==> src/rtl/odbc_pkg.sv <==
// Shared constants, codes and types of the ordered dither colorcube block.
// Used by odbc_front, odbc_queue, odbc_back and the top level; no dependencies.
package odbc_pkg;

    localparam int MAX_BANDS   = 4;
    localparam int MAX_MASK_W  = 16;
    localparam int MAX_MASK_H  = 16;
    localparam int PLANE_SIZE  = MAX_MASK_W * MAX_MASK_H;

    localparam int BAND_W      = 2;
    localparam int POS_W       = 8;
    localparam int VALUE_W     = 8;
    localparam int COORD_W     = 16;
    localparam int DIGIT_W     = 4;
    localparam int MOD_STAGES  = COORD_W / DIGIT_W;
    localparam int DIM_W       = 5;
    localparam int COUNT_W     = 3;
    localparam int FMT_W       = 2;
    localparam int MULT_W      = 16;
    localparam int SUM_W       = 32;
    localparam int OUT_W       = 16;
    localparam int CFG_W       = 64;
    localparam int IDX_W       = 3;
    localparam int QUEUE_DEPTH = 4;
    localparam int QPTR_W      = $clog2(QUEUE_DEPTH);
    localparam int QCNT_W      = $clog2(QUEUE_DEPTH + 1);

    typedef enum logic
    {
        MODE_LOAD  = 1'b0,
        MODE_PIXEL = 1'b1
    } mode_t;

    typedef enum logic [IDX_W-1:0]
    {
        REG_BAND_COUNT  = 3'd0,
        REG_CUBE_OFFSET = 3'd1,
        REG_MULTIPLIERS = 3'd2,
        REG_DIMS        = 3'd3,
        REG_MASK_WIDTH  = 3'd4,
        REG_MASK_HEIGHT = 3'd5,
        REG_OUT_FORMAT  = 3'd6
    } reg_idx_t;

    typedef enum logic [FMT_W-1:0]
    {
        FMT_NONZERO = 2'd0,
        FMT_U8      = 2'd1,
        FMT_S16     = 2'd2
    } fmt_t;

    // One queued request: a mask load or a classified pixel with its mask position.
    typedef struct packed
    {
        mode_t                mode;
        logic [MAX_BANDS-1:0] bits;
        logic [BAND_W-1:0]    band;
        logic [POS_W-1:0]     addr;
        logic [VALUE_W-1:0]   value;
    } q_item_t;

    typedef struct packed
    {
        logic [DIM_W-1:0] width;
        logic [DIM_W-1:0] height;
    } cfg_front_t;

    typedef struct packed
    {
        logic [COUNT_W-1:0] band_count;
        logic [SUM_W-1:0]   cube_offset;
        logic [CFG_W-1:0]   mults;
        logic [CFG_W-1:0]   dims;
        logic [FMT_W-1:0]   out_format;
    } cfg_back_t;

endpackage

==> src/rtl/odbc_queue.sv <==
// Short request queue between front and back end, held in flip-flops.
// Uses odbc_pkg for the entry type and depth.
module odbc_queue
(
    input  logic              clk,
    input  logic              rst_n,
    input  logic              push,
    input  odbc_pkg::q_item_t push_item,
    output logic              full,
    input  logic              pop,
    output logic              empty,
    output odbc_pkg::q_item_t head_item
);
    import odbc_pkg::*;

    q_item_t           entry_reg [QUEUE_DEPTH];
    logic [QPTR_W-1:0] wr_ptr_reg;
    logic [QPTR_W-1:0] rd_ptr_reg;
    logic [QCNT_W-1:0] count_reg;

    assign full      = (count_reg == QCNT_W'(QUEUE_DEPTH));
    assign empty     = (count_reg == '0);
    assign head_item = entry_reg[rd_ptr_reg];

    always_ff @(posedge clk or negedge rst_n)
    begin
        if (!rst_n)
        begin
            wr_ptr_reg <= '0;
            rd_ptr_reg <= '0;
            count_reg  <= '0;
        end
        else
        begin
            if (push)
            begin
                wr_ptr_reg <= wr_ptr_reg + QPTR_W'(1);
            end
            if (pop)
            begin
                rd_ptr_reg <= rd_ptr_reg + QPTR_W'(1);
            end
            if (push && !pop)
            begin
                count_reg <= count_reg + QCNT_W'(1);
            end
            else if (pop && !push)
            begin
                count_reg <= count_reg - QCNT_W'(1);
            end
        end
    end

    always_ff @(posedge clk)
    begin
        if (push)
        begin
            entry_reg[wr_ptr_reg] <= push_item;
        end
    end

endmodule

==> config.mk <==
export PLATFORM = sky130hd
export DESIGN_NAME = odbc_queue
export DESIGN_NICKNAME = d
export VERILOG_FILES = /design/src/rtl/odbc_pkg.sv /design/src/rtl/odbc_queue.sv
export SDC_FILE = /design/constraint.sdc
export NUM_CORES = 1
export LEC_CHECK = 0
export BUFFER_PORTS_ARGS = -buffer_cell sky130_fd_sc_hd__buf_2
export CAP_MARGIN = 0
export CORE_MARGIN = 4
export CORE_UTILIZATION = 56
export DETAILED_ROUTE_END_ITERATION = 16
export MAX_ROUTING_LAYER = met4
export PLACE_DENSITY = 0.84
export SLEW_MARGIN = 20
export SYNTH_ARGS = -nofsm -noshare
export SYNTH_HDL_FRONTEND = slang
export SYNTH_SLANG_ARGS = --single-unit
==> constraint.sdc <==
create_clock -name clk -period 1.9 [get_ports clk]
set_input_delay 0.38 -clock clk [delete_from_list [all_inputs] [get_ports clk]]
set_output_delay 0.38 -clock clk [all_outputs]
set_load 0.01 [all_outputs]
==> flow_metrics.py <==
metrics = {
    "sta": {
        "skew_ps": 8.63,
        "fin_crit_sh_pct": 106,
        "rsz0062_at_grt": "true",
        "fin_crit_ps": 2020,
        "setup_viol": 23,
        "relSlewSlack_pct": 83.0,
        "setup_tns_ps": -2170,
        "whs_ps": 237,
        "drv_slew": 0,
        "fmax_ghz": 0.496,
        "hold_viol": 0,
        "finalWorstSetupSlack_ps": -118,
        "worst_pin_slew_ps": 255,
    },
    "global_routing": {
        "gr-usage-met1_pct": 20.5,
        "met2_usage_pct": 27.6,
        "antenna_found_initial": 0,
        "grt_pass1_vias": 1915,
        "grt.busiest_layer": "met2",
        "grt_usage_pct": 16.8,
        "grt_pass1_wl_microns": 9950,
        "grt_max_degree": 16,
        "grtUsageMet3_pct": 3.92,
        "gr-total-overflow": 0,
    },
    "routing": {
        "ant_nets": 0,
        "vias": 1711,
        "route.detailed.drc": 0,
        "routedWlPerCell_microns": 19.8,
        "first_pass_iters": 4,
        "totalWireLength_microns": 6100,
        "drtIter0Drc": 93,
        "post_drt_via_cell_ratio": 5.54,
    },
    "power": {
        "p_switching_w": 0.00188,
        "vdd_drop_max_mv": 0.914,
        "seq_power_share_pct": 46.9,
        "pwr-share-comb_pct": 36.0,
        "leakagePower_nw": 1.59,
        "intPower_w": 0.00463,
        "clkPwrFrac_pct": 17.0,
        "powerDensity_nw_per_um2": 1470,
        "power_switching_share_pct": 28.9,
    },
    "clock_tree": {
        "clkSinkCount": 99,
        "insertion_delay_ps": 350,
        "cts_root_buf": "clkbuf_8",
        "clock_path_buffers": 2,
        "h-tree-depth": 3,
        "path_clk_slew_ps": 90,
        "cts_tree": "yes",
        "numCtsBuffers": 9,
    },
    "critical_path": {
        "cp-start-kind": "flip-flop",
        "rr_startpoint": "count_reg[0]",
        "path_cells": "buf_12 > mux4_2 > buf_6",
        "critical_path_class": "reg -> out",
        "cpLargestDelayFamily": "multiplexers",
        "max_stage_delay_ps": 520,
        "required_ps": 1520,
        "critPathBufInv": 2,
        "cp-end-kind": "output pin",
        "ff2ff_path_depth": 4,
        "r2r-end": "count_reg[2]",
        "cp.arrival_ps": 1640,
        "crit_fanout": 11,
        "slowest_stage": "mux4_2",
        "rrSetupSlack_ps": 510,
    },
    "placed_design": {
        "dpl_cell_area_sq_um": 4170,
        "portBuffers": 51,
        "dp.cells": 290,
        "hpwl_microns": 4210,
        "globalplace.congestion": 0.705,
    },
    "hold_path": {
        "holdCritStartpoint": "push_item[6]",
        "hold_depth": 1,
        "holdPathEnd": "entry_reg[1][6]",
        "hold_path.class": "in -> reg",
    },
    "logic_synthesis": {
        "synth_ff_type": "edfxtp_1",
        "yosys.area.top_type": "edfxtp_1",
        "synth_fp_nets": 188,
        "synth_most_common_cell": "edfxtp_1",
        "synth_area_sq_um": 3760,
        "ys_seq_area_share_pct": 78.2,
        "netlist_instances": 155,
        "yosysWarnings": 0,
        "synth_commonest_cells": "edfxtp_1, mux4_2, dfrtp_1, ha_1, mux4_1",
        "syn_avg_cell_area_sq_um": 24.2,
        "synth_area_leaders": "edfxtp_1, mux4_2, dfrtp_1, mux4_1, ha_1",
        "yosys_register_bits": 99,
        "synth_edf_count": 92,
        "synth-async-reset-ratio_pct": 7.07,
        "synth_top_area_share_pct": 73.6,
        "synth.distinct_cells": 19,
    },
    "cells_and_area": {
        "nets": 261,
        "instances_no_fill": 309,
        "largest_reg_flops": 92,
        "design_area_sq_um": 4430,
        "antennaDiodeCount": 0,
        "drive_above_1_share_pct": 45.7,
        "area_delta_synth_final_pct": 18.0,
    },
    "die": {
        "num_rows": 29,
        "chipWidth_microns": 89.9,
        "ios": 52,
        "die_h_microns": 89.9,
        "start_util_pct": 58.5,
        "dieArea_sq_um": 8080,
        "core_sq_um": 6420,
    },
    "run": {
        "drv_cap": 0,
    },
    "run_status": {
        "violations": "setup timing",
        "status": "finished, violations left",
    },
}
## what timing repair did
item	in CTS	in global routing
buffers inserted	3	0
endpoints found under the setup margin	23	23
endpoints found under the hold margin	7	0
hold buffers	1	0
resized for setup	10	11
## per-layer routing
metal  vias to the layer above  routed length [microns]  share of wire (%)
met2                        47                     3190                 52
met1                       876                     2540                 42
met3                        12                      278                4.6
met5                         -                        0                  0
li1                        776                        -                  -
met4                         0                       97                1.6
## how the worst max path moves through the flow
| stage | from | to | slack [ps] | cells past startpoint |
|---|---|---|---|---|
| global placement | rd_ptr_reg[0] | head_item[3] | 160 | 3 |
| detailed placement | rd_ptr_reg[0] | head_item[8] | 140 | 3 |
| finish | rd_ptr_reg[0] | head_item[15] | -120 | 3 |
| floorplan | wr_ptr_reg[0] | entry_reg[0][0] | 310 | 3 |
| global route | rd_ptr_reg[0] | head_item[15] | -190 | 3 |
| CTS | rd_ptr_reg[0] | head_item[18] | -150 | 3 |
## cells in the final DEF, fill, tap and decap left out
cell and instances:
edfxtp_1 92, buf_2 37, mux4_2 23, buf_6 16, buf_4 12, clkbuf_8 9, dfrtp_1 6, ha_1 5
inv_1 4, and2_1 4, xor2_1 4, clkinv_2 3, xnor2_1 2, nand2_1 2, clkinvlp_4 2, buf_12 2
nor3_1 1, nor3b_1 1, mux2_2 1, o21ai_0 1, nor2_1 1, fa_1 1, clkinv_1 1, dlygate4sd3_1 1
dfrtp_2 1
## cell families (layout without fill, tap and decap cells)
family / after synthesis / after routing / synth area share (%)
XOR/XNOR: 6 / 6 / 1.40
AO/OA/AOI/OAI: 1 / 1 / 0.133
buffers and inverters: 10 / 87 / 2.17
AND/OR/NAND/NOR: 9 / 9 / 1.30
multiplexers: 24 / 24 / 14.6
adder cells (fa/ha/maj): 6 / 6 / 2.20
flip-flops: 99 / 99 / 78.2
## worst register-to-register path, delay by kind of cell, from the launching register on
kind,cells,cell delay (ps)
adder cells (fa/ha/maj),1,450
XOR/XNOR,2,310
flip-flops,1,440
AND/OR/NAND/NOR,1,120
## per-stage QoR
step / power (W) / util [%] / worst slack, ps
floorplan: 0.00440 / - / 310
global placement: 0.00507 / 64.9 / 159
detailed placement: 0.00514 / 64.9 / 138
CTS: 0.00645 / 68.4 / -150
global route: 0.00687 / 69.0 / -190
finish: 0.00651 / 69.0 / -118
## power groups by stage
stage          Clock (W)  Combinational [W]  Sequential, W
6_report         0.00111            0.00234        0.00305
5_1_grt          0.00124            0.00253        0.00310
4_1_cts          0.00114            0.00225        0.00306
3_5_place_dp           0            0.00202        0.00312
3_3_place_gp           0            0.00198        0.00309
2_1_floorplan          0            0.00138        0.00302
## cell type report
class	count	area, sq um
sequential	99	2940
multi-input combinational	46	718
inverter	4	15.0
fill	413	1990
clock buffer	9	124
clock inverter	6	33.8
timing repair buffer	68	505
tap	77	96.3
No activity file was read; power rests on OpenSTA's default activity.
