File: src/rtl/odbc_pkg.sv
// Shared constants, codes and types of the ordered dither colorcube block.
// Used by odbc_front, odbc_queue, odbc_back and the top level; no dependencies.
package odbc_pkg;

    localparam int MAX_BANDS   = 4;
    localparam int MAX_MASK_W  = 16;
    localparam int MAX_MASK_H  = 16;
    localparam int PLANE_SIZE  = MAX_MASK_W * MAX_MASK_H;

    localparam int BAND_W      = 2;
    localparam int POS_W       = 8;
    localparam int VALUE_W     = 8;
    localparam int COORD_W     = 16;
    localparam int DIGIT_W     = 4;
    localparam int MOD_STAGES  = COORD_W / DIGIT_W;
    localparam int DIM_W       = 5;
    localparam int COUNT_W     = 3;
    localparam int FMT_W       = 2;
    localparam int MULT_W      = 16;
    localparam int SUM_W       = 32;
    localparam int OUT_W       = 16;
    localparam int CFG_W       = 64;
    localparam int IDX_W       = 3;
    localparam int QUEUE_DEPTH = 4;
    localparam int QPTR_W      = $clog2(QUEUE_DEPTH);
    localparam int QCNT_W      = $clog2(QUEUE_DEPTH + 1);

    typedef enum logic
    {
        MODE_LOAD  = 1'b0,
        MODE_PIXEL = 1'b1
    } mode_t;

    typedef enum logic [IDX_W-1:0]
    {
        REG_BAND_COUNT  = 3'd0,
        REG_CUBE_OFFSET = 3'd1,
        REG_MULTIPLIERS = 3'd2,
        REG_DIMS        = 3'd3,
        REG_MASK_WIDTH  = 3'd4,
        REG_MASK_HEIGHT = 3'd5,
        REG_OUT_FORMAT  = 3'd6
    } reg_idx_t;

    typedef enum logic [FMT_W-1:0]
    {
        FMT_NONZERO = 2'd0,
        FMT_U8      = 2'd1,
        FMT_S16     = 2'd2
    } fmt_t;

    // One queued request: a mask load or a classified pixel with its mask position.
    typedef struct packed
    {
        mode_t                mode;
        logic [MAX_BANDS-1:0] bits;
        logic [BAND_W-1:0]    band;
        logic [POS_W-1:0]     addr;
        logic [VALUE_W-1:0]   value;
    } q_item_t;

    typedef struct packed
    {
        logic [DIM_W-1:0] width;
        logic [DIM_W-1:0] height;
    } cfg_front_t;

    typedef struct packed
    {
        logic [COUNT_W-1:0] band_count;
        logic [SUM_W-1:0]   cube_offset;
        logic [CFG_W-1:0]   mults;
        logic [CFG_W-1:0]   dims;
        logic [FMT_W-1:0]   out_format;
    } cfg_back_t;

endpackage

File: src/rtl/odbc_front.sv
// Front end: accepts requests, reduces column and row modulo the mask size
// one digit per stage, and pushes classified requests into the queue. Uses odbc_pkg.
module odbc_front
(
    input  logic                          clk,
    input  logic                          rst_n,
    input  odbc_pkg::cfg_front_t          cfg,
    input  logic                          in_valid,
    output logic                          in_stall,
    input  logic                          mode,
    input  logic [odbc_pkg::MAX_BANDS-1:0] pixel_bits,
    input  logic [odbc_pkg::COORD_W-1:0]  column,
    input  logic [odbc_pkg::COORD_W-1:0]  row_pos,
    input  logic [odbc_pkg::BAND_W-1:0]   mask_band,
    input  logic [odbc_pkg::POS_W-1:0]    mask_addr,
    input  logic [odbc_pkg::VALUE_W-1:0]  mask_value,
    input  logic                          q_full,
    output logic                          push,
    output odbc_pkg::q_item_t             push_item
);
    import odbc_pkg::*;

    typedef struct packed
    {
        mode_t                mode;
        logic [MAX_BANDS-1:0] bits;
        logic [BAND_W-1:0]    band;
        logic [POS_W-1:0]     addr;
        logic [VALUE_W-1:0]   value;
        logic [COORD_W-1:0]   row;
        logic [COORD_W-1:0]   col;
        logic [DIM_W-1:0]     rrow;
        logic [DIM_W-1:0]     rcol;
    } fe_stage_t;

    // Restoring remainder over one digit, MSB first; r_in stays below d.
    function automatic logic [DIM_W-1:0] mod_digit(input logic [DIM_W-1:0] r_in,
                                                   input logic [DIGIT_W-1:0] dig,
                                                   input logic [DIM_W-1:0] d);
        logic [DIM_W:0] t;
        t = {1'b0, r_in};
        for (int j = DIGIT_W - 1; j >= 0; j--)
        begin
            t = {t[DIM_W-1:0], dig[j]};
            if (t >= {1'b0, d})
            begin
                t = t - {1'b0, d};
            end
        end
        return t[DIM_W-1:0];
    endfunction

    fe_stage_t                stage_reg  [MOD_STAGES];
    fe_stage_t                stage_next [MOD_STAGES];
    logic [MOD_STAGES-1:0]    valid_reg;
    logic                     adv;
    logic [2*DIM_W-1:0]       row_base;

    assign adv      = !(valid_reg[MOD_STAGES-1] && q_full);
    assign in_stall = !adv;
    assign push     = valid_reg[MOD_STAGES-1] && adv;

    always_comb
    begin
        stage_next[0].mode  = mode_t'(mode);
        stage_next[0].bits  = pixel_bits;
        stage_next[0].band  = mask_band;
        stage_next[0].addr  = mask_addr;
        stage_next[0].value = mask_value;
        stage_next[0].row   = row_pos;
        stage_next[0].col   = column;
        stage_next[0].rrow  = mod_digit('0, row_pos[COORD_W-1 -: DIGIT_W], cfg.height);
        stage_next[0].rcol  = mod_digit('0, column[COORD_W-1 -: DIGIT_W], cfg.width);
        for (int i = 1; i < MOD_STAGES; i++)
        begin
            stage_next[i]      = stage_reg[i-1];
            stage_next[i].rrow = mod_digit(stage_reg[i-1].rrow,
                                           stage_reg[i-1].row[COORD_W-1-DIGIT_W*i -: DIGIT_W],
                                           cfg.height);
            stage_next[i].rcol = mod_digit(stage_reg[i-1].rcol,
                                           stage_reg[i-1].col[COORD_W-1-DIGIT_W*i -: DIGIT_W],
                                           cfg.width);
        end
    end

    always_ff @(posedge clk or negedge rst_n)
    begin
        if (!rst_n)
        begin
            valid_reg <= '0;
        end
        else if (adv)
        begin
            valid_reg <= {valid_reg[MOD_STAGES-2:0], in_valid};
        end
    end

    always_ff @(posedge clk)
    begin
        if (adv)
        begin
            for (int i = 0; i < MOD_STAGES; i++)
            begin
                stage_reg[i] <= stage_next[i];
            end
        end
    end

    // Mask position = (row mod h) * w + (col mod w); loads keep their address.
    assign row_base = (2*DIM_W)'(stage_reg[MOD_STAGES-1].rrow) * (2*DIM_W)'(cfg.width);

    always_comb
    begin
        push_item.mode  = stage_reg[MOD_STAGES-1].mode;
        push_item.bits  = stage_reg[MOD_STAGES-1].bits;
        push_item.band  = stage_reg[MOD_STAGES-1].band;
        push_item.value = stage_reg[MOD_STAGES-1].value;
        if (stage_reg[MOD_STAGES-1].mode == MODE_PIXEL)
        begin
            push_item.addr = row_base[POS_W-1:0]
                           + {{(POS_W-DIM_W){1'b0}}, stage_reg[MOD_STAGES-1].rcol};
        end
        else
        begin
            push_item.addr = stage_reg[MOD_STAGES-1].addr;
        end
    end

endmodule

File: config.mk
export PLATFORM = sky130hd
export DESIGN_NAME = odbc_front
export DESIGN_NICKNAME = d
export VERILOG_FILES = /design/src/rtl/odbc_pkg.sv /design/src/rtl/odbc_front.sv
export SDC_FILE = /design/constraint.sdc
export NUM_CORES = 1
export LEC_CHECK = 0
export BUFFER_PORTS_ARGS = -buffer_cell sky130_fd_sc_hd__buf_2
export CAP_MARGIN = 20
export CORE_ASPECT_RATIO = 1.1
export CORE_MARGIN = 10
export CORE_UTILIZATION = 35
export CTS_BUF_LIST = sky130_fd_sc_hd__clkbuf_8
export CTS_CLUSTER_DIAMETER = 100
export DETAILED_ROUTE_END_ITERATION = 6
export SLEW_MARGIN = 20
export SYNTH_ARGS = -nofsm -noshare
export SYNTH_HDL_FRONTEND = slang
export SYNTH_SLANG_ARGS = --single-unit
export TNS_END_PERCENT = 50
File: constraint.sdc
create_clock -name clk -period 9.9 [get_ports clk]
set_input_delay 1.98 -clock clk [delete_from_list [all_inputs] [get_ports clk]]
set_output_delay 1.98 -clock clk [all_outputs]
set_load 0.01 [all_outputs]
==> results.sh <==
export IMPL_outcome="complete, no violations"
export IMPL_area_growth_syn_to_layout_pct=11.2
export IMPL_start_util=0.354
export IMPL_grt_antenna_before_repair=0
export IMPL_finalNetCount=1607
export IMPL_core_area_sq_um=39200
export IMPL_syn_inst=1217
export IMPL_yosys_most_used_dff="sky130_fd_sc_hd__edfxtp_1"
export IMPL_io_pin_count=94
export IMPL_count_of_antenna_violating_nets_left_after_detailed_routing=0
export IMPL_final_max_slew_violation_count=0
export IMPL_critical_path_max_stage_delay_ns=0.46
export IMPL_cp_required_ns=10.15
export IMPL_syn_area_per_cell_sq_um=11.4
export IMPL_clockRootBuffer="sky130_fd_sc_hd__clkbuf_8"
export IMPL_number_of_flip_flops_in_the_largest_register=180
export IMPL_total_global_route_track_usage=0.123
export IMPL_slowest_stage="sky130_fd_sc_hd__fa_1"
export IMPL_cts_tree="yes"
export IMPL_detailed_placement_hpwl_um=21800
export IMPL_grt_ovfl_total=0
export IMPL_die_h_um=229
export IMPL_postCtsSetupRepairBufs=0
export IMPL_end_kind="register"
export IMPL_layout_drive_gt1_share=0.166
export IMPL_timing_critical_path_fanout_max=8
export IMPL_worst_pin_slew_ns=0.991
export IMPL_dr_pass1_iters=5
export IMPL_cts_buffers=17
export IMPL_cts_path_max_buffers=2
export IMPL_grt_pass1_vias=9850
export IMPL_drv_cap=0
export IMPL_fp_row_count=76
export IMPL_avgViaCountPerCell=5.08
export IMPL_final_setup_viol_count=0
export IMPL_place_congestion=0.870
export IMPL_port_buffer_count=93
export IMPL_hold_class="reg -> reg"
export IMPL_synth_seq_area_share=0.397
export IMPL_cp_data_arrival_time_ns=9.55
export IMPL_synth_async_reset_ratio=0.0217
export IMPL_post_synth_instance_area_sq_um=13900
export IMPL_fin_crit_sh=0.940
export IMPL_layout_filler_cells=3812
export IMPL_diodes=0
export IMPL_final_min_clock_period_ns=9.30
export IMPL_slew_limit_headroom=0.339
export IMPL_routed_length_per_instance_um=16.0
export IMPL_post_cts_clock_slew_at_the_launch_and_capture_registers_of_the_worst_setup_and_hold_paths_ns=0.11
export IMPL_ys_seq_elements=184
export IMPL_fin_ws_ns=0.598
export IMPL_dpl_worst_slack_ns=0.0484
export IMPL_grt_pass1_wl_um=48300
export IMPL_fin_worst_skew_ns=0.0171
export IMPL_critical_path_class="in -> reg"
export IMPL_synth_edff_count=180
export IMPL_chipWidth_um=210
export IMPL_yosysUniqueCellTypes=75
export IMPL_hold_violations=0
export IMPL_max_clock_freq_ghz=0.108
export IMPL_route_final_wire_length_um=29500
export IMPL_htreeDepth=4
export IMPL_fp_dieArea_sq_um=48000
export IMPL_finalSetupTns_ns=0
export IMPL_dr_first_iter_drc_count=447
export IMPL_mappedNetlistNets=1496
export IMPL_grt_setup_unrepaired="no"
export IMPL_num_vias=9390
export IMPL_yosys_warning_count=0
export IMPL_grt_start_max_net_pins=185
export IMPL_worst_skew_pair_latency_ns=0.50
export IMPL_clock_sinks=184
export IMPL_drc_viols=0
export IMPL_startpoint_type="input pin"
==> synth_stat cells, types with 8 or more instances <==
cell type / instances / area, sq um
sky130_fd_sc_hd__buf_4: 15 / 113
sky130_fd_sc_hd__xor2_1: 30 / 263
sky130_fd_sc_hd__a21o_1: 54 / 405
sky130_fd_sc_hd__a31oi_1: 11 / 68.8
sky130_fd_sc_hd__nor2_1: 44 / 165
sky130_fd_sc_hd__nand2b_1: 13 / 81.3
sky130_fd_sc_hd__edfxtp_1: 180 / 5410
sky130_fd_sc_hd__nand3_1: 14 / 70.1
sky130_fd_sc_hd__a21oi_1: 74 / 370
sky130_fd_sc_hd__nand4_1: 13 / 81.3
sky130_fd_sc_hd__o21ai_0: 44 / 220
sky130_fd_sc_hd__or3_1: 8 / 50.1
sky130_fd_sc_hd__inv_1: 139 / 522
sky130_fd_sc_hd__xnor2_1: 48 / 420
sky130_fd_sc_hd__and2_1: 20 / 125
sky130_fd_sc_hd__nand2_1: 45 / 169
sky130_fd_sc_hd__mux2i_1: 31 / 310
sky130_fd_sc_hd__fa_1: 43 / 861
sky130_fd_sc_hd__o21a_1: 8 / 60.1
sky130_fd_sc_hd__a221o_1: 10 / 100
sky130_fd_sc_hd__mux2_2: 41 / 462
sky130_fd_sc_hd__nor2b_1: 24 / 150
sky130_fd_sc_hd__ha_1: 167 / 2090
sky130_fd_sc_hd__nor3_1: 13 / 65.1
sky130_fd_sc_hd__and3_1: 13 / 81.3
==> what timing repair did <==
item	4_1_cts	5_1_grt
hold buffers	0	0
endpoints found under the setup margin	0	5
gates resized for setup	0	1
==> metal layers <==
layer | wire (um) | up-vias | GRT usage
met1 | 13300 | 4518 | 0.146
li1 | - | 4706 | -
met4 | 471 | 0 | 0.0355
met3 | 1140 | 38 | 0.0317
met5 | 0 | - | 0
met2 | 14600 | 128 | 0.214
==> cell type report <==
class | count | area [sq um] | area share
Sequential cell | 184 | 5510 | 0.357
Clock buffer | 17 | 234 | 0.0152
Inverter | 139 | 522 | 0.0338
Clock inverter | 15 | 178 | 0.0115
Multi-Input combinational cell | 872 | 7710 | 0.500
Timing Repair Buffer | 114 | 636 | 0.0412
Tap cell | 507 | 634 | 0.0412
==> through the flow <==
step                utilization  area [sq um]  hold slack (ns)  instances
global route              0.393         15400            0.436       1848
finish                    0.393         15400            0.420       1848
CTS                       0.393         15400            0.423       1848
detailed placement        0.383         15000            0.405       1816
global placement          0.383         15000            0.400       1816
floorplan                     -         13900            0.400       1217
==> final timing paths <==
path	from	endpoint	slack, ns	cells after the start
min in group asynchronous	rst_n	valid_reg[0]	1.26	1
max in group asynchronous	rst_n	valid_reg[2]	8.52	1
min reg2reg	stage_reg[1][57]	stage_reg[2][57]	0.42	0
max	cfg[0]	stage_reg[1][9]	0.60	34
max reg2reg	stage_reg[0][37]	stage_reg[1][9]	1.67	34
min	stage_reg[1][57]	stage_reg[2][57]	0.42	0
==> placed cells by master (no fill, tap or decap), types with 5 or more instances in the layout <==
master,synthesis,routed
sky130_fd_sc_hd__nand4_1,13,13
sky130_fd_sc_hd__buf_2,3,93
sky130_fd_sc_hd__and2_1,20,20
sky130_fd_sc_hd__and3_1,13,13
sky130_fd_sc_hd__buf_4,15,20
sky130_fd_sc_hd__nor2_1,44,44
sky130_fd_sc_hd__nor3_1,13,13
sky130_fd_sc_hd__a221o_1,10,10
sky130_fd_sc_hd__ha_1,167,167
sky130_fd_sc_hd__nor3b_1,5,5
sky130_fd_sc_hd__nand2_1,45,44
sky130_fd_sc_hd__inv_1,139,139
sky130_fd_sc_hd__xor2_1,30,30
sky130_fd_sc_hd__a21oi_1,74,74
sky130_fd_sc_hd__fa_1,43,43
sky130_fd_sc_hd__xnor2_1,48,48
sky130_fd_sc_hd__a211oi_1,6,6
sky130_fd_sc_hd__nand3_1,14,14
sky130_fd_sc_hd__nor2b_1,24,24
sky130_fd_sc_hd__nand2b_1,13,13
sky130_fd_sc_hd__a22o_1,7,7
sky130_fd_sc_hd__a21o_1,54,54
sky130_fd_sc_hd__clkinv_8,0,5
sky130_fd_sc_hd__mux2_4,7,7
sky130_fd_sc_hd__clkbuf_8,0,17
sky130_fd_sc_hd__mux2_2,41,41
sky130_fd_sc_hd__o21ai_0,44,44
sky130_fd_sc_hd__edfxtp_1,180,180
sky130_fd_sc_hd__a221oi_1,6,6
sky130_fd_sc_hd__o21a_1,8,8
sky130_fd_sc_hd__a31oi_1,11,11
sky130_fd_sc_hd__mux2i_1,31,31
sky130_fd_sc_hd__or3_1,8,8
==> cells by family (layout without fill, tap and decap cells) <==
| logic type | Yosys count | after routing | synth area share |
|---|---|---|---|
| flops | 184 | 184 | 0.397 |
| mux | 79 | 79 | 0.0633 |
| xor+xnor | 78 | 78 | 0.0493 |
| buf+inv | 161 | 285 | 0.0479 |
| compound gates | 268 | 268 | 0.134 |
| simple gates | 237 | 237 | 0.0956 |
| fa+ha+maj | 210 | 210 | 0.213 |
==> worst max-delay path: cells and delay by family <==
kind	cells	cell delay, ns
compound gates	13	2.73
fa+ha+maj	5	1.67
buf+inv	5	0.50
mux	2	0.68
simple gates	9	1.97
Power is not shown: default switching activity piles up to over one toggle a cycle in this logic, so the estimate is an artifact.
